## config.mk

```make
export PLATFORM = sky130hd
export DESIGN_NAME = csv_column_field_extractor
export DESIGN_NICKNAME = d
export VERILOG_FILES = /design/src/hw/rtl/csvfe_pkg.sv /design/src/hw/rtl/csv_column_field_extractor.sv /design/src/hw/rtl/csvfe_front.sv /design/src/hw/rtl/csvfe_fifo.sv /design/src/hw/rtl/csvfe_back.sv
export SDC_FILE = /design/constraint.sdc
export NUM_CORES = 1
export LEC_CHECK = 0
export BUFFER_PORTS_ARGS = -buffer_cell sky130_fd_sc_hd__buf_2
export CAP_MARGIN = 10
export CORE_MARGIN = 5
export CORE_UTILIZATION = 62
export DETAILED_ROUTE_END_ITERATION = 6
export HOLD_SLACK_MARGIN = 0.03
export PLACE_DENSITY = 0.8
export SLEW_MARGIN = 5
export SYNTH_ARGS = -nofsm -noshare
export SYNTH_HDL_FRONTEND = slang
export SYNTH_SLANG_ARGS = --single-unit
```

## constraint.sdc

```tcl
create_clock -name clk -period 4.1 [get_ports clk]
set_input_delay 0 -clock clk [delete_from_list [all_inputs] [get_ports clk]]
set_output_delay 0 -clock clk [all_outputs]
set_load 0.01 [all_outputs]
```

## src/hw/rtl/csvfe_pkg.sv

```systemverilog
// Shared types and constants for the CSV column field extractor.
// No dependencies; imported by every other RTL file of the block but the checker.
`default_nettype none

package csvfe_pkg;

  // Special characters of the line grammar
  localparam logic [7:0] CH_QUOTE = 8'h22;
  localparam logic [7:0] CH_COMMA = 8'h2C;
  localparam logic [7:0] CH_SPACE = 8'h20;
  localparam logic [7:0] CH_TAB   = 8'h09;
  localparam logic [7:0] CH_CR    = 8'h0D;
  localparam logic [7:0] CH_LF    = 8'h0A;
  localparam logic [7:0] CH_NUL   = 8'h00;

  // Register index, taken from paddr[2]
  localparam logic REG_TARGET = 1'b0;
  localparam logic REG_LIMIT  = 1'b1;

  localparam int PADDR_W = 3;

  // Flags that ride with one read request from front to back
  typedef struct packed {
    logic valid;  // request carries a stored byte
    logic found;  // line reached the target column
    logic last;   // final result of the line
  } cmd_flags_t;

  localparam int FLAGS_W = $bits(cmd_flags_t);

  function automatic logic is_blank(input logic [7:0] c);
    return (c == CH_SPACE) || (c == CH_TAB) || (c == CH_CR) || (c == CH_LF);
  endfunction

endpackage

`default_nettype wire

```

## src/hw/rtl/csv_column_field_extractor.sv

```systemverilog
// A request enters the read queue when accepted; its store read then goes into the
// output register, and it waits in the queue while the output stalls.
// Throughput: one line byte per cycle while in_stall is low; drained bytes one per
// request per cycle. The first byte of a new line waits until the read queue is empty,
// once the previous line's last request has left it, later if the output stalls.
// Reset (rst, synchronous): clears line state, queue and output valid; registers
// return to target_column 0, field_limit 64. The field store is not cleared.
`default_nettype none

module csv_column_field_extractor
  import csvfe_pkg::*;
#(
  parameter int FIELD_CAP = 64
) (
  input  wire logic               clk,
  input  wire logic               rst,
  // configuration port
  input  wire logic               psel,
  input  wire logic               penable,
  input  wire logic               pwrite,
  input  wire logic [PADDR_W-1:0] paddr,
  input  wire logic [31:0]        pwdata,
  output logic [31:0]             prdata,
  output logic                    pready,
  // line byte requests
  input  wire logic               in_valid,
  output logic                    in_stall,
  input  wire logic [7:0]         line_byte,
  input  wire logic               line_last,
  // field results
  output logic                    out_valid,
  input  wire logic               out_stall,
  output logic [7:0]              field_byte,
  output logic                    byte_valid,
  output logic                    column_found,
  output logic                    last_of_field
);

  localparam int AW = $clog2(FIELD_CAP);
  localparam int QW = AW + FLAGS_W;

  logic [7:0]    target_column;
  logic [6:0]    field_limit;
  logic          cfg_wr;

  logic          push, pop, q_empty, q_full;
  logic [AW-1:0] push_addr;
  cmd_flags_t    push_flags;
  logic [QW-1:0] q_head;
  logic          wr_en;
  logic [AW-1:0] wr_addr;
  logic [7:0]    wr_data;

  // Register file: zero-wait writes, reads decoded on paddr[2]
  assign pready = 1'b1;
  assign cfg_wr = psel && penable && pwrite && pready;

  always_ff @(posedge clk) begin
    if (rst) begin
      target_column <= 8'd0;
      field_limit   <= 7'd64;
    end else if (cfg_wr) begin
      case (paddr[2])
        REG_TARGET: target_column <= pwdata[7:0];
        REG_LIMIT:  field_limit   <= pwdata[6:0];
        default:    target_column <= target_column;
      endcase
    end
  end

  always_comb begin
    case (paddr[2])
      REG_TARGET: prdata = {24'd0, target_column};
      REG_LIMIT:  prdata = {25'd0, field_limit};
      default:    prdata = 32'd0;
    endcase
  end

  // Front: column/quote tracking, store writes, trim bounds, read requests
  csvfe_front #(.FIELD_CAP(FIELD_CAP)) u_front (
    .clk           (clk),
    .rst           (rst),
    .target_column (target_column),
    .field_limit   (field_limit),
    .in_valid      (in_valid),
    .line_byte     (line_byte),
    .line_last     (line_last),
    .in_stall      (in_stall),
    .q_full        (q_full),
    .q_empty       (q_empty),
    .push          (push),
    .push_addr     (push_addr),
    .push_flags    (push_flags),
    .wr_en         (wr_en),
    .wr_addr       (wr_addr),
    .wr_data       (wr_data)
  );

  // Short queue decouples request issue from output back-pressure
  csvfe_fifo #(.W(QW)) u_fifo (
    .clk       (clk),
    .rst       (rst),
    .push      (push),
    .push_data ({push_addr, push_flags}),
    .pop       (pop),
    .head      (q_head),
    .empty     (q_empty),
    .full      (q_full)
  );

  // Back: store read (registered) straight into the output register
  csvfe_back #(.FIELD_CAP(FIELD_CAP)) u_back (
    .clk           (clk),
    .rst           (rst),
    .wr_en         (wr_en),
    .wr_addr       (wr_addr),
    .wr_data       (wr_data),
    .q_empty       (q_empty),
    .q_addr        (q_head[QW-1:FLAGS_W]),
    .q_flags       (cmd_flags_t'(q_head[FLAGS_W-1:0])),
    .pop           (pop),
    .out_valid     (out_valid),
    .out_stall     (out_stall),
    .field_byte    (field_byte),
    .byte_valid    (byte_valid),
    .column_found  (column_found),
    .last_of_field (last_of_field)
  );

endmodule

`default_nettype wire

```

## src/hw/rtl/csvfe_front.sv

```systemverilog
// Front part: accepts line bytes, tracks columns and quotes, writes the field
// store and issues read requests. Depends on csvfe_pkg.
`default_nettype none

module csvfe_front
  import csvfe_pkg::*;
#(
  parameter int FIELD_CAP = 64,
  localparam int AW = $clog2(FIELD_CAP)
) (
  input  wire logic          clk,
  input  wire logic          rst,
  input  wire logic [7:0]    target_column,
  input  wire logic [6:0]    field_limit,
  input  wire logic          in_valid,
  input  wire logic [7:0]    line_byte,
  input  wire logic          line_last,
  output logic               in_stall,
  input  wire logic          q_full,
  input  wire logic          q_empty,
  output logic               push,
  output logic [AW-1:0]      push_addr,
  output cmd_flags_t         push_flags,
  output logic               wr_en,
  output logic [AW-1:0]      wr_addr,
  output logic [7:0]         wr_data
);

  localparam int LW = (AW + 1 > 7) ? AW + 1 : 7;

  logic [7:0]    column_count, column_count_next;
  logic          quote_mode, quote_mode_next;
  logic          field_closed, field_closed_next;
  logic [AW-1:0] stored_count, stored_count_next;
  logic          has_nb, has_nb_next;
  logic [AW-1:0] first_nb, first_nb_next;
  logic [AW-1:0] last_nb, last_nb_next;
  logic          drain_on, drain_on_next;
  logic [AW-1:0] drain_pos, drain_pos_next;
  logic [AW-1:0] drain_end, drain_end_next;
  logic          drain_found, drain_found_next;

  logic          accept;
  logic [LW-1:0] lim, keep;
  logic          at_target;
  logic          found;

  // drain requests need a queue slot; a new line byte waits until every
  // read of the previous line has left the queue (store reuse)
  assign in_stall = drain_on ? q_full : !q_empty;
  assign accept   = in_valid && !in_stall;

  always_comb begin
    lim  = (LW'(field_limit) > LW'(FIELD_CAP)) ? LW'(FIELD_CAP) : LW'(field_limit);
    keep = (lim == '0) ? '0 : lim - LW'(1);
  end

  assign at_target = (column_count == target_column);

  always_comb begin
    column_count_next = column_count;
    quote_mode_next   = quote_mode;
    field_closed_next = field_closed;
    stored_count_next = stored_count;
    has_nb_next       = has_nb;
    first_nb_next     = first_nb;
    last_nb_next      = last_nb;
    drain_on_next     = drain_on;
    drain_pos_next    = drain_pos;
    drain_end_next    = drain_end;
    drain_found_next  = drain_found;
    push              = 1'b0;
    push_addr         = '0;
    push_flags        = '0;
    wr_en             = 1'b0;
    wr_addr           = stored_count;
    wr_data           = line_byte;
    found             = 1'b0;

    if (accept) begin
      if (drain_on) begin
        push             = 1'b1;
        push_addr        = drain_pos;
        push_flags.valid = 1'b1;
        push_flags.found = drain_found;
        push_flags.last  = ({1'b0, drain_pos} + (AW+1)'(1)) == {1'b0, drain_end};
        drain_pos_next   = drain_pos + AW'(1);
        if (push_flags.last) begin
          drain_on_next = 1'b0;
        end
      end else begin
        if (line_byte != CH_NUL && !field_closed) begin
          if (line_byte == CH_QUOTE) begin
            quote_mode_next = !quote_mode;
          end else if (line_byte == CH_COMMA && !quote_mode) begin
            if (at_target) begin
              field_closed_next = 1'b1;
            end else begin
              column_count_next = column_count + 8'd1;
            end
          end else if (at_target && (LW'(stored_count) < keep)) begin
            wr_en             = 1'b1;
            stored_count_next = stored_count + AW'(1);
            if (!is_blank(line_byte)) begin
              if (!has_nb) begin
                first_nb_next = stored_count;
              end
              last_nb_next = stored_count;
              has_nb_next  = 1'b1;
            end
          end
        end

        if (line_last) begin
          found            = (column_count_next == target_column);
          push             = 1'b1;
          push_flags.found = found;
          if (!has_nb_next) begin
            // empty field after trim
            push_flags.valid = 1'b0;
            push_flags.last  = 1'b1;
          end else begin
            push_addr        = first_nb_next;
            push_flags.valid = 1'b1;
            push_flags.last  = (first_nb_next == last_nb_next);
            if (first_nb_next != last_nb_next) begin
              drain_on_next    = 1'b1;
              drain_pos_next   = first_nb_next + AW'(1);
              drain_end_next   = last_nb_next + AW'(1);
              drain_found_next = found;
            end
          end
          column_count_next = '0;
          quote_mode_next   = 1'b0;
          field_closed_next = 1'b0;
          stored_count_next = '0;
          has_nb_next       = 1'b0;
        end
      end
    end
  end

  always_ff @(posedge clk) begin
    if (rst) begin
      column_count <= '0;
      quote_mode   <= 1'b0;
      field_closed <= 1'b0;
      stored_count <= '0;
      has_nb       <= 1'b0;
      drain_on     <= 1'b0;
      drain_found  <= 1'b0;
    end else begin
      column_count <= column_count_next;
      quote_mode   <= quote_mode_next;
      field_closed <= field_closed_next;
      stored_count <= stored_count_next;
      has_nb       <= has_nb_next;
      drain_on     <= drain_on_next;
      drain_found  <= drain_found_next;
    end
  end

  // index registers, meaningful only under their flags
  always_ff @(posedge clk) begin
    first_nb  <= first_nb_next;
    last_nb   <= last_nb_next;
    drain_pos <= drain_pos_next;
    drain_end <= drain_end_next;
  end

endmodule

`default_nettype wire

```

## src/hw/rtl/csvfe_fifo.sv

```systemverilog
// Two-entry request queue between front and back.
// Depends on csvfe_pkg for the flag width used by its callers.
`default_nettype none

module csvfe_fifo
  import csvfe_pkg::*;
#(
  parameter int W = 9
) (
  input  wire logic         clk,
  input  wire logic         rst,
  input  wire logic         push,
  input  wire logic [W-1:0] push_data,
  input  wire logic         pop,
  output logic [W-1:0]      head,
  output logic              empty,
  output logic              full
);

  logic [W-1:0] slot [2];
  logic         wr_ptr, rd_ptr;
  logic [1:0]   count;

  assign empty = (count == 2'd0);
  assign full  = (count == 2'd2);
  assign head  = slot[rd_ptr];

  always_ff @(posedge clk) begin
    if (push) begin
      slot[wr_ptr] <= push_data;
    end
  end

  always_ff @(posedge clk) begin
    if (rst) begin
      wr_ptr <= 1'b0;
      rd_ptr <= 1'b0;
      count  <= 2'd0;
    end else begin
      if (push) begin
        wr_ptr <= !wr_ptr;
      end
      if (pop) begin
        rd_ptr <= !rd_ptr;
      end
      case ({push, pop})
        2'b10:   count <= count + 2'd1;
        2'b01:   count <= count - 2'd1;
        default: count <= count;
      endcase
    end
  end

endmodule

`default_nettype wire

```

## src/hw/rtl/csvfe_back.sv

```systemverilog
// Back part: holds the field store, serves queued read requests and keeps
// the output register. Depends on csvfe_pkg.
`default_nettype none

module csvfe_back
  import csvfe_pkg::*;
#(
  parameter int FIELD_CAP = 64,
  localparam int AW = $clog2(FIELD_CAP)
) (
  input  wire logic          clk,
  input  wire logic          rst,
  input  wire logic          wr_en,
  input  wire logic [AW-1:0] wr_addr,
  input  wire logic [7:0]    wr_data,
  input  wire logic          q_empty,
  input  wire logic [AW-1:0] q_addr,
  input  cmd_flags_t         q_flags,
  output logic               pop,
  output logic               out_valid,
  input  wire logic          out_stall,
  output logic [7:0]         field_byte,
  output logic               byte_valid,
  output logic               column_found,
  output logic               last_of_field
);

  logic [7:0] store [FIELD_CAP];
  logic [7:0] rd_data;
  cmd_flags_t out_flags;

  assign pop = !q_empty && (!out_valid || !out_stall);

  always_ff @(posedge clk) begin
    if (wr_en) begin
      store[wr_addr] <= wr_data;
    end
    if (pop) begin
      rd_data <= store[q_addr];
    end
  end

  always_ff @(posedge clk) begin
    if (rst) begin
      out_valid <= 1'b0;
    end else if (pop) begin
      out_valid <= 1'b1;
    end else if (!out_stall) begin
      out_valid <= 1'b0;
    end
  end

  always_ff @(posedge clk) begin
    if (pop) begin
      out_flags <= q_flags;
    end
  end

  assign field_byte    = out_flags.valid ? rd_data : 8'h00;
  assign byte_valid    = out_flags.valid;
  assign column_found  = out_flags.found;
  assign last_of_field = out_flags.last;

endmodule

`default_nettype wire

```

Yosys cells after proc, flatten, opt, wreduce, memory -nomap -nowiden
Memory sizes are Yosys's and may differ from the RTL's. A register that Yosys moved wholly into a read port is not among the register bits.
Index checks and enable logic that the tools add are counted.
- add/subtract/negate cells: 9
- multipliers: 0
- divide/modulo/power cells: 0
- $lt $le $gt $ge: 2
- equal/unequal tests: 17
- shifts and indexed selects: 0
- muxes and demuxes: 84
- bitwise operators: 2
- reduce and logical (&&, ||, !) cells: 39
- operator list (operator ; count):
    two-way mux 6 bit ; 28
    two-way mux 8 bit ; 8
    one-hot mux 32 bit (2 select lines) ; 1
    two-way mux 1 bit ; 41
    adder 6 x 1 -> 6 bit (second input constant) ; 4
    equality test 8 x 4 -> 1 bit (second input constant) ; 3
    equality test 8 x 6 -> 1 bit (second input constant) ; 3
    nonzero test 2 bit ; 9
    equality test 8 bit ; 2
    two-way mux 7 bit ; 2
    AND reduction 6 bit ; 2
    two-way mux 3 bit ; 3
    adder 8 x 1 -> 8 bit (second input constant) ; 1
    logical NOT 1 bit ; 8
    AND reduction 4 bit ; 2
    nonzero test 8 bit ; 1
    adder 6 x 1 -> 7 bit (second input constant) ; 1
    equality test 7 x 6 -> 1 bit ; 1
    greater-than comparator 7 bit (second input constant) ; 1
    logical AND 1 bit ; 7
    logical NOT 7 bit ; 1
    less-than comparator 6 x 7 -> 1 bit ; 1
    subtractor 7 x 1 -> 7 bit (second input constant) ; 1
    equality test 6 bit ; 1
    13 further kinds ; 21
- flip-flop bits (word level): 66
- latch bits: 0
- memory bits (writable): 530
- bits in read-only memories: 0
- bits of input ports: 51
- word-level logic and storage cells: 175
- memories kept: 2
- memory list (memory ; words ; width ; rd ports ; clocked after Yosys merged registers in ; write ports ; RTL line ; RTL):
    u_back.store ; 64 ; 8 ; 1 ; 1 ; 1 ; csvfe_back.sv:28 ; logic [7:0] store [FIELD_CAP];
    u_fifo.slot ; 2 ; 9 ; 1 ; 1 ; 1 ; csvfe_fifo.sv:20 ; logic [W-1:0] slot [2];

Depth between registers and ports, before layout
- depth after elaboration: 17
- gate-level depth with buffers: 16

Modules after synthesis
From an unflattened synthesis, not the netlist that was laid out.
- cell total of the unflattened synthesis: 1443
- area total of the unflattened synthesis: 25395.6 sq um
- by module, submodules not included (module ; times used ; cells each ; area an instance (sq um)):
    csvfe_back ; 1 ; 948 ; 20355.8
    csvfe_front ; 1 ; 348 ; 3219.3
    csv_column_field_extractor ; 1 ; 97 ; 968.4
    csvfe_fifo ; 1 ; 50 ; 852.1

Worst setup path after synthesis
OpenSTA, ideal clock, no wires.
- kind: register -> register
- from: reg field_limit[6]
- to: mem u_back.store[62][0], enable pin
- library setup time: 0.370 ns
- arrival time: 3.200 ns
- required time: 3.730 ns
- slack: 0.529 ns
- stages on the path, launching flop included: 15
- path buffers: 1
- period minus slack after synthesis: 3.571 ns
- cell sequence: dfxtp_1 > clkbuf_1 > nand2b_1 > ha_1 > a21oi_1 > o21ai_0 > ha_1 > a211o_1 > a21oi_1 > o211ai_1 > o2111ai_1 > and3_1 > and2_1 > nand3_1 > nor2_1
- longest elaborated chain between the ends: 14
- elaborated cells on any way between the ends: 15
- classes of those cells: add/sub (1); order compare (2); mux (10); reduce/logical (2)
- RTL lines (element ; RTL line ; RTL):
    start: declaration ; csv_column_field_extractor.sv:43 ; logic [6:0] field_limit;
    start signal: assignment ; csv_column_field_extractor.sv:65 ; REG_LIMIT: field_limit <= pwdata[6:0];
    greater-than comparator 7 bit ; csvfe_front.sv:54 ; lim = (LW'(field_limit) > LW'(FIELD_CAP)) ? LW'(FIELD_CAP) : LW'(field_limit);
    two-way mux 7 bit * ; csvfe_front.sv:54 ;
    subtractor 7 x 1 -> 7 bit / logical NOT 7 bit (equally long branches) ; csvfe_front.sv:55 ; keep = (lim == '0) ? '0 : lim - LW'(1);
    two-way mux 7 bit * ; csvfe_front.sv:55 ;
    less-than comparator 6 x 7 -> 1 bit * ; csvfe_front.sv:101 ; end else if (at_target && (LW'(stored_count) < keep)) begin
    logical AND 1 bit * ; csvfe_front.sv:101 ;
    two-way mux 1 bit * ; csvfe_front.sv:101 ;
    two-way mux 1 bit * ; csvfe_front.sv:95 ; end else if (line_byte == CH_COMMA && !quote_mode) begin
    two-way mux 1 bit * ; csvfe_front.sv:93 ; if (line_byte == CH_QUOTE) begin
    two-way mux 1 bit * ; csvfe_front.sv:92 ; if (line_byte != CH_NUL && !field_closed) begin
    two-way mux 1 bit * ; csvfe_front.sv:81 ; if (drain_on) begin
    two-way mux 1 bit * ; csvfe_front.sv:80 ; if (accept) begin
    two-way mux 1 bit * ; csvfe_back.sv:35 ; if (wr_en) begin
    two-way mux 1 bit (not written as such) * ; csvfe_back.sv:36 ; store[wr_addr] <= wr_data;
    end: declaration ; csvfe_back.sv:28 ;
Every way passes the cells marked *; elsewhere a longest branch is shown, timed or not.

Worst setup path after layout
- from: reg field_limit[6]
- to: mem u_back.store[18][5], enable pin
Same word-level chain as after synthesis.

==> metrics <==
fraction of layout cells with a size suffix above 1=23.7%; CTS Buffer Depth=3; Post-Syn Area per Cell=16.8 um^2; CP required=4.40 ns; asr flop ratio synth=0%; via count=14.3k; grt ovf=0; crit path cell chain=nand2b_1, ha_1, a21oi_1, o21ai_0, ha_1, a211o_1, a21oi_1, o211ai_1, o2111ai_1, and3_1, and2_1, nand2_1, nor2_1, buf_4; met3 usage=4.95%; Clock Skew=0.0257 ns; num rows=73; post-route ant nets=0; final period utilization=95.2%; TritonCTS clock tree=yes; Placer Congestion=0.876; Area growth syn-to-layout=14.9%; CTS root buffer=clkbuf_16; # DRC=2; vias in the first global route=14.7k; Final min period=3.90 ns; Max IR drop VDD=0.302 mV; dominant cell by count in the synthesized netlist=edfxtp_1; worst-margin pin slew=1.19 ns; worst path arrival time=4.20 ns; Buffers on Ports=45; outcome=finished, violations left; Setup-failing EPs final=0; Yosys warning total=0; final instance area=0.0289 mm^2; post-DP HPWL=34100 um; Final Hold Vio Count=0; DP Worst Slack=0.261 ns; Lkg Pwr=9.70 nW; nets=1736; top cell type by total area after synthesis=edfxtp_1; Synth top area share=67.4%; CP Capture Type=register; area of the mapped netlist=0.0252 mm^2; met1 Use GR=34.9%; slowest CP cell=dfxtp_1; I/O pins=97; HP Class=in -> reg; mean routed wirelength per cell=25.8 um; Starting Density=63.1%; Worst Setup Slack, final=0.195 ns; initial antenna violation count=1; die span in y=212 um; crit path kind=reg -> reg; max_slew headroom=20.4%; final wirelength=57800 um; PwrDens=535 mW/mm^2; largest net degree at the start of global routing=66; number of synthesized flops with an enable pin=565; predominant post-synthesis flop cell=edfxtp_1; Initial DRT Pass Iterations=7; cell count after synthesis=1499; WHS=0.106 ns; Die W=212 um; failing checks=DRC; Final Total Pwr=0.0155 W; Yosys cell types=71; cts bufs inserted=58; die area=0.0447 mm^2; Setup TNS=0 ns; Worst Path Max Fanout=11; initial drt markers=1637; leading post-synthesis cells by cell area=edfxtp_1, mux4_2, dfxtp_1; Crit path largest cell delay=0.47 ns; worst path bufs/invs=1; Max Cap Viol=0; #FFs+latches synth=605; first-pass GRT wire length=87900 um; gr usage total=26.1%; Worst-path clk slew=0.06 ns; Via density=6.37; unrepaired setup endpoints after global routing=yes; Worst path top cell family by delay=simple AND/OR/NAND/NOR gates; list of most frequent post-synthesis cells=edfxtp_1, nand2_1, mux4_2, nor2_1; Sink Count=605; setup bufs post-CTS=0; gr busiest metal=met2; Max Slew Vio Count=0; Fmax=0.256 GHz; Clk Latency, worst-skew pair=0.61 ns; met2 Use GR=44.1%; dpl cell area=0.0266 mm^2; CP startpoint kind=register; Core ar.=0.0399 mm^2; register area share after synthesis=70.6%; Max H-tree Level=2
[cells in the final DEF, fill, tap and decap left out, drive strengths merged, types with 15 or more instances in the layout]
cell type and n:
a31oi 19, nand3 15, nor2 113, clkinv 20, nand2 132, o21ai 15
dfxtp 40, edfxtp 565, xor2 26, mux2 20, a211oi 40, and2 46
mux4 128, a311oi 16, buf 152, inv 15, dlygate4sd3 41, xnor2 30
a21oi 50, conb 25, clkbuf 75
[report_power, final]
part	internal, W	switching, W	leakage (nW)
combinational	0.00121	0.00171	3.33
clock	0.00321	0.00222	0.942
sequential	0.00700	0.000124	5.43
[tightest hold or removal path: stages]
cell and delay (ns):
buf_2 0.16, or4_4 0.16, or4_4 0.15, a2111oi_4 0.07
nand2_1 0.05, a21oi_1 0.06
[state kept, by name, indices dropped and copies added, names as in the netlist, 2 cells and up, named ones only]
signal / count
u_front.wr_addr: 6
target_column: 8
u_fifo.count: 2
u_front.first_nb: 6
u_back.rd_data: 8
u_fifo.slot: 18
u_front.drain_end: 6
u_front.last_nb: 6
u_back.store: 512
u_front.column_count: 8
u_front.drain_pos: 6
field_limit: 7
[logic make-up after synthesis]
logic type	Yosys count	synth area share (%)
mux	159	12.9
fa+ha+maj	13	0.646
buf+inv	117	2.27
compound gates	169	4.56
simple gates	378	7.12
flops	605	70.6
xor+xnor	56	1.95
other cells	2	0.0298
[final timing paths]
kind	startpoint	to	slack, ns	cells after the start
setup / recovery	field_limit[6]	u_back.store[18][5]	0.20	14
hold / removal	line_byte[7]	u_front.column_count[5]	0.11	6
hold reg to reg	u_back.out_valid	u_back.out_valid	0.48	2
setup reg to reg	field_limit[6]	u_back.store[18][5]	0.20	14
[final cells by class]
type                            instances  area [um^2]
Antenna cell                            1         2.50
Clock buffer                           75         1580
Clock inverter                         33          370
Fill cell                            2310        11000
Inverter                               14         52.6
Multi-Input combinational cell        800         6990
Sequential cell                       605        17800
Tap cell                              525          657
Timing Repair Buffer                  193         1500
[stage by stage]
stage | instances | util, %
final | 2246 | 72.5
after global routing | 2246 | 72.5
after CTS | 2245 | 72.4
after detailed placement | 2096 | 66.5
after global placement | 2096 | 66.5
after floorplan | 1522 | -
[layer usage]
| layer | vias to the layer above | share of wire (%) |
|---|---|---|
| met2 | 786 | 51 |
| met1 | 7247 | 36 |
| met5 | - | 0 |
| met3 | 124 | 9.3 |
| li1 | 6156 | - |
| met4 | 0 | 3.2 |
[what timing repair did]
action | in CTS | in global routing
endpoints found under the setup margin | 0 | 57
gates resized for setup | 0 | 3
hold buffers | 41 | 0
hold endpoints to repair | 77 | 0
(Power assumes the default switching activity.)
